===== src/sv/hmp_pkg.sv =====
// Shared types, constants and helpers for the rolling median / MAD / Hampel block.
package hmp_pkg;

    localparam int MAX_WIDTH = 32;
    localparam int SAMPLE_BITS = 32;
    localparam int IDX_W = $clog2(MAX_WIDTH);
    localparam int CNT_W = $clog2(MAX_WIDTH + 1);
    localparam int ENTRY_W = SAMPLE_BITS + 1;
    localparam int SVAL_W = SAMPLE_BITS + 2;
    localparam int CFG_IDX_W = 3;
    localparam int CFG_DATA_W = 16;

    localparam logic [16:0] KAPPA_Q16 = 17'd97164;
    localparam logic [31:0] VALUE_MAX = 32'h7FFF_FFFF;

    typedef logic signed [SVAL_W-1:0] t_sval;

    typedef enum logic [1:0] {
        ST_VALID   = 2'd0,
        ST_MISSING = 2'd1,
        ST_INF     = 2'd2,
        ST_SHORT   = 2'd3
    } t_status;

    typedef enum logic [CFG_IDX_W-1:0] {
        REG_WIDTH = 3'd0,
        REG_STEP  = 3'd1,
        REG_ALIGN = 3'd2,
        REG_DROP  = 3'd3,
        REG_STAT  = 3'd4
    } t_reg_idx;

    localparam logic [1:0] AL_LEFT   = 2'd0;
    localparam logic [1:0] AL_CENTER = 2'd1;
    localparam logic [1:0] AL_RIGHT  = 2'd2;

    localparam logic [1:0] SEL_MEDIAN = 2'd0;
    localparam logic [1:0] SEL_MAD    = 2'd1;

    typedef struct packed {
        logic             clear;
        logic             ins;
        t_sval            val;
        logic [IDX_W-1:0] rd_idx;
    } t_sort_ctl;

    function automatic logic [CNT_W-1:0] f_eff_width(input logic [5:0] w);
        logic [CNT_W-1:0] r;
        if (w == 6'd0) begin
            r = CNT_W'(1);
        end else if (w > 6'(MAX_WIDTH)) begin
            r = CNT_W'(MAX_WIDTH);
        end else begin
            r = CNT_W'(w);
        end
        return r;
    endfunction

    function automatic logic [1:0] f_eff_align(input logic [1:0] a);
        return (a > AL_RIGHT) ? AL_RIGHT : a;
    endfunction

    function automatic logic [CNT_W-1:0] f_lo(input logic [CNT_W-1:0] w, input logic [1:0] a);
        logic [CNT_W-1:0] r;
        case (a)
            AL_LEFT:   r = '0;
            AL_CENTER: r = w >> 1;
            default:   r = w - CNT_W'(1);
        endcase
        return r;
    endfunction

    function automatic logic [CNT_W-1:0] f_hi(input logic [CNT_W-1:0] w, input logic [1:0] a);
        logic [CNT_W-1:0] r;
        case (a)
            AL_LEFT:   r = w - CNT_W'(1);
            AL_CENTER: r = w >> 1;
            default:   r = '0;
        endcase
        return r;
    endfunction

    function automatic logic [CNT_W-1:0] f_delay(input logic [CNT_W-1:0] w,
                                                 input logic [1:0] a);
        logic [CNT_W-1:0] r;
        case (a)
            AL_LEFT:   r = w - CNT_W'(1);
            AL_CENTER: r = w - CNT_W'(1) - (w >> 1);
            default:   r = '0;
        endcase
        return r;
    endfunction

endpackage


===== src/sv/hmp_sorter.sv =====
// Insertion sorter: a row of cells kept in ascending order, one insert per cycle.
module hmp_sorter import hmp_pkg::*; (
    input  logic             i_clk,
    input  logic             i_rst_n,
    input  t_sort_ctl        i_ctl,
    output t_sval            o_rd_data,
    output logic [CNT_W-1:0] o_count
);
    t_sval                r_cell [MAX_WIDTH];
    logic [CNT_W-1:0]     r_count;
    logic [MAX_WIDTH-1:0] w_gt;

    always_comb begin
        for (int j = 0; j < MAX_WIDTH; j++) begin
            w_gt[j] = (CNT_W'(j) >= r_count) || (r_cell[j] > i_ctl.val);
        end
    end

    always_ff @(posedge i_clk) begin
        if (!i_rst_n) begin
            r_count <= '0;
        end else if (i_ctl.clear) begin
            r_count <= '0;
        end else if (i_ctl.ins) begin
            r_count <= r_count + CNT_W'(1);
        end
    end

    always_ff @(posedge i_clk) begin
        if (i_ctl.ins && w_gt[0]) begin
            r_cell[0] <= i_ctl.val;
        end
    end

    for (genvar j = 1; j < MAX_WIDTH; j++) begin : g_cell
        always_ff @(posedge i_clk) begin
            if (i_ctl.ins && w_gt[j]) begin
                r_cell[j] <= w_gt[j-1] ? r_cell[j-1] : i_ctl.val;
            end
        end
    end

    assign o_rd_data = r_cell[i_ctl.rd_idx];
    assign o_count   = r_count;
endmodule


===== config.mk =====
export PLATFORM = sky130hd
export DESIGN_NAME = hmp_sorter
export DESIGN_NICKNAME = d
export VERILOG_FILES = /design/src/sv/hmp_pkg.sv /design/src/sv/hmp_sorter.sv
export SDC_FILE = /design/constraint.sdc
export NUM_CORES = 2
export LEC_CHECK = 0
export BUFFER_PORTS_ARGS = -buffer_cell sky130_fd_sc_hd__buf_2
export CAP_MARGIN = 40
export CORE_MARGIN = 2
export CORE_UTILIZATION = 45
export CTS_CLUSTER_DIAMETER = 30
export CTS_CLUSTER_SIZE = 14
export DETAILED_ROUTE_END_ITERATION = 10
export PLACE_DENSITY = 0.61
export SETUP_SLACK_MARGIN = 0.3
export SLEW_MARGIN = 5
export SYNTH_ARGS = -nofsm -noshare
export SYNTH_HDL_FRONTEND = slang
export SYNTH_SLANG_ARGS = --single-unit

===== constraint.sdc =====
create_clock -name i_clk -period 8.55 [get_ports i_clk]
set_input_delay 1.2825 -clock i_clk [delete_from_list [all_inputs] [get_ports i_clk]]
set_output_delay 1.2825 -clock i_clk [all_outputs]
set_load 0.02 [all_outputs]

== After elaboration in Yosys (flattened, before gate mapping) ==
Memories as Yosys holds them, arrays and structs flattened.
Index checks and enable logic that the tools add are counted.
Storage, ports and cells
  register bits: 6
  RAM bits: 1088
  input port bits: 43
  word-level logic and storage cells: 228
  memories: 1
Operators by class
  add/subtract/negate cells: 1
  order comparisons: 64
  mux-type cells: 95
  bitwise logic cells: 1
  reductions and logical operators: 65
Memories
  r_cell: words 32, bits a word 34, read ports 33, clocked after memory_dff 0, wr ports 32, RTL line hmp_sorter.sv:9  | t_sval r_cell [MAX_WIDTH];
Operator list (number)
  > comparator 34 bit: 32
  two-way mux 34 bit: 31
  greater-or-equal comparator 5 x 6 -> 1 bit (first input constant): 16
  two-way mux 1 bit: 64
  greater-or-equal comparator 4 x 6 -> 1 bit (first input constant): 8
  logical AND 1 bit: 32
  logical OR 1 bit: 32
  greater-or-equal comparator 3 x 6 -> 1 bit (first input constant): 4
  greater-or-equal comparator 1 x 6 -> 1 bit (first input constant): 2
  greater-or-equal comparator 2 x 6 -> 1 bit (first input constant): 2
  adder 6 x 1 -> 6 bit (second input constant): 1
  OR reduction 2 bit: 1
  NOT 1 bit: 1

== Logic depth before layout (Yosys ltp) ==
  depth in word-level cells: 5
  gate-level depth with buffers: 11
  depth with buffers taken out: 9

== Least setup slack after synthesis ==
OpenSTA, ideal clock, no wires.
  kind: input to register
  start: in i_ctl[10] (netlist name)
  end: mem r_cell[31][0] (netlist name) (enable)
  setup time: 0.468 ns
  arrival: 5.670 ns
  required time: 8.082 ns
  path slack: 2.412 ns
  stages: 9
  path buffers: 0
  cell sequence: inv_1 ha_1 and4_1 o21ai_0 a21oi_1 o41ai_1 o211ai_1 o211a_1 nor3_1
RTL lines
  start: declaration: RTL line hmp_sorter.sv:5  | input t_sort_ctl i_ctl,
  end: declaration: RTL line hmp_sorter.sv:9

==> metrics.md <==
| Metric | Value |
|---|---|
| Internal power | roughly 15 mW |
| Routed via count | between 60000 and 70000 |
| Mean Syn Cell Area | about 13 µm² |
| Cell Chain, Critical Path | buf_2 > inv_1 > buf_4 > ha_1 > nand4_1 > nor3_1 > nor3b_1 > nand3_1 > o221ai_1 > nand3_2 > buf_16 > mux2_2 |
| Most frequent cells in the layout | 1091 x ha_1, 1088 x edfxtp_1, 971 x mux2_2 |
| GRT Residual Overflow | 0 |
| CTS tree | done |
| Initial antenna violation count | 15 |
| Synthesis Warnings | 0 |
| Outcome | finished clean |
| Synth Register Bits | approximately 1100 |
| Core area | roughly 180000 µm² |
| Die width | ~430 µm |
| CTS clk-pin slew, worst paths | roughly 40 ps |
| Post-synthesis sequential area ratio | between 40 and 50% |
| CTS Hold Bufs | 0 |
| Syn nets | approximately 7300 |
| Row count | roughly 160 |
| Post-synthesis mux area share | 24.0% |
| Critical path's largest stage delay | around 700 ps |
| Synth Area in Compound Gates | a little under a tenth |
| Drt drc | 0 |
| Critical-path top delay cell | nor3b_1 |
| Max cap viols | 0 |
| Arr. time, crit path | around 6400 ps |
| Clock Tree Buf Depth | 4 |
| Pwr Total | just over 20 mW |
| CP max FO | 33 |
| CTS resizes | 0 |
| Min-Delay Path Class | flip-flop to flip-flop |
| Clk pwr share | between 50% and 60% |
| Iter 0 DRT Violations | around 7000 |
| Sw Ratio | 26.8% |
| Worst path required time | 9190 ps |
| Net Sw Power | 5.42 mW |
| Post-route cell area | about 94000 µm² |
| Top_reg_cell synth | edfxtp_1 |
| Setup TNS | 0 ps |
| Worst-margin pin slew | between 1000 and 1500 ps |
| Die ar. | between 150000 and 200000 µm² |
| Pwr dens | 215 nW/µm² |
| Final #Nets | around 7500 |
| Post-CTS setup buffers | 0 |
| Mapped Area | ~80000 µm² |
| Leading cell type in the layout, fill and taps excluded | ha_1 |
| Root buffer cell | clkbuf_16 |
| Minimum hold slack | roughly 600 ps |
| Vias per inst | between 6 and 7 |
| Slew Limit Fails | 0 |
| DP HPWL | about 210 mm |
| Slew headroom | 27.1% |
| Async set or reset register ratio after synthesis | 0% |
| Comb pwr share | 14.3% |
| Tcrit/Tclk final | about 68% |
| Critical path type | input pin to flip-flop |
| Mapped Cells | between 6000 and 7000 |
| Maximum VDD drop | 181 µV |
| Total CTS buffers | 298 |
| First-pass GRT wire length | between 400 and 500 mm |
| Worst-skew pair later-pin latency | between 900 and 1000 ps |
| FMAX | approximately 170 MHz |
| CP startpoint kind | input pin |
| Post-Synth Adder-Cell Area | between 10% and 20% |
| CTS sink cnt | between 1000 and 1500 |
| Die extent in y | about 430 µm |
| EDFF count, synth | between 1000 and 1500 |
| Post-synthesis xor/xnor area fraction | 0.0436% |
| Placer Congestion | 0.963 |
| CP Capture Type | flip-flop |
| R2r setup slk | roughly 4100 ps |
| Largest family of logic cells by synthesized area | multiplexers |
| Dpl ws | between 1500 and 2000 ps |
| Vias in the first global route | between 50000 and 60000 |
| Share of cells above drive strength 1 | about a third |
| GRT Util Overall | 31.0% |
| Avg WL per Cell | 31.7 µm |
| CP bufs+invs | 4 |
| Leakage | roughly 37 nW |
| Largest net degree at the start of global routing | 92 |
| Initial core utilization | 45.1% |
| Synth Area in Simple Gates | about 6.5% |
| RSZ-0062 raised after global routing | no |
| Area growth from synthesis to layout | 17.2% |
| Post-DRT Antenna Nets | 0 |
| Synth cell types | 84 |
| # port buffers | 82 |
| Number of I/O pins | 83 |
| Layout Skew | 36.4 ps |
| Drt total wl | around 280 mm |
| Final Hold Viols | 0 |
| H-tree lvl count | 5 |
| CP top delay family | buffers and inverters |
| Final WS setup | 2770 ps |
| Final setup viols | 0 |
| First-pass DRT Iterations | 6 |
| Sequential Power Share | 32.9% |
| Number of filler cells placed in the layout | approximately 15000 |
| Minimum clock period | around 5800 ps |
| DP Area | about 85000 µm² |
[path summary, 6_finish.rpt]
path | from | cells after the start | end
max | i_ctl[13] | 12 | r_cell[2][12]
min | r_cell[6][0] | 1 | r_cell[7][0]
max reg2reg | o_count[1] | 9 | r_cell[25][11]
min reg2reg | r_cell[6][0] | 1 | r_cell[7][0]
[synthesized netlist by cell type, types with 29 or more instances]
master       n  area (µm²)
a21oi_1    431        2160
mux4_2     340        7660
nor2b_1     37         231
nand2_1    262         983
mux2_4      29         435
buf_2       71         355
nor4_1      32         200
clkbuf_1   233         875
buf_1       30         113
inv_1      116         435
nand4_1    247        1550
o21ai_0    157         786
nor3_1      79         395
o31ai_1     47         353
o211ai_1   106         796
nand3_1     89         445
ha_1      1091       13700
mux2_2     971       10900
and4_1      41         359
edfxtp_1  1088       32700
nor2_1      71         267
a21o_1     227        1700
a41oi_1     35         307
[sequential cells by signal, indices dropped and copies added (netlist names)]
signal and flops:
o_count 6, r_cell 1088
[per-stage QoR]
step	std cells	utilization [%]
after global placement	8415	47.2
final	8987	52.9
after floorplan	6157	-
after CTS	8973	52.8
after global routing	8982	52.9
after detailed placement	8459	47.6
[cell families after synthesis]
kind of cell | after synthesis
buffers and inverters | 465
xor gates and xnor gates | 4
DFF | 1094
muxes | 1363
and+or+nand+nor | 969
AOI/OAI and AO/OA | 1171
adders and majority gates | 1091
[final cells by class]
cell class	instances	area [µm²]	share of cell area (%)
clock inverters	162	1580	1.68
flip-flops and latches	1094	32800	34.8
multi-input cells	4598	46000	48.8
diodes	10	25.0	0.0266
clock buffers	352	7850	8.34
well taps	2355	2950	3.13
inverters	116	435	0.462
repair buffers	300	2540	2.70
[per-layer routing]
metal | part of all wire, % | global-route usage [%] | vias up | wire [µm]
met2 | 43 | 45.7 | 3301 | 123000
met5 | 0.025 | 0 | - | 72
met3 | 9.3 | 6.81 | 608 | 26400
li1 | - | - | 25700 | -
met1 | 42 | 42.9 | 30400 | 120000
met4 | 5.3 | 15.8 | 10 | 15000
[power by group through the flow]
stage	Sequential [mW]	Clock, mW	Combinational [mW]
final	6.65	10.7	2.88
after global routing	6.67	11.0	3.11
after CTS	6.63	10.7	2.84
after detailed placement	6.72	0	2.81
after global placement	6.72	0	2.71
after floorplan	6.56	0	1.81
No activity file was read; power rests on OpenSTA's default activity.
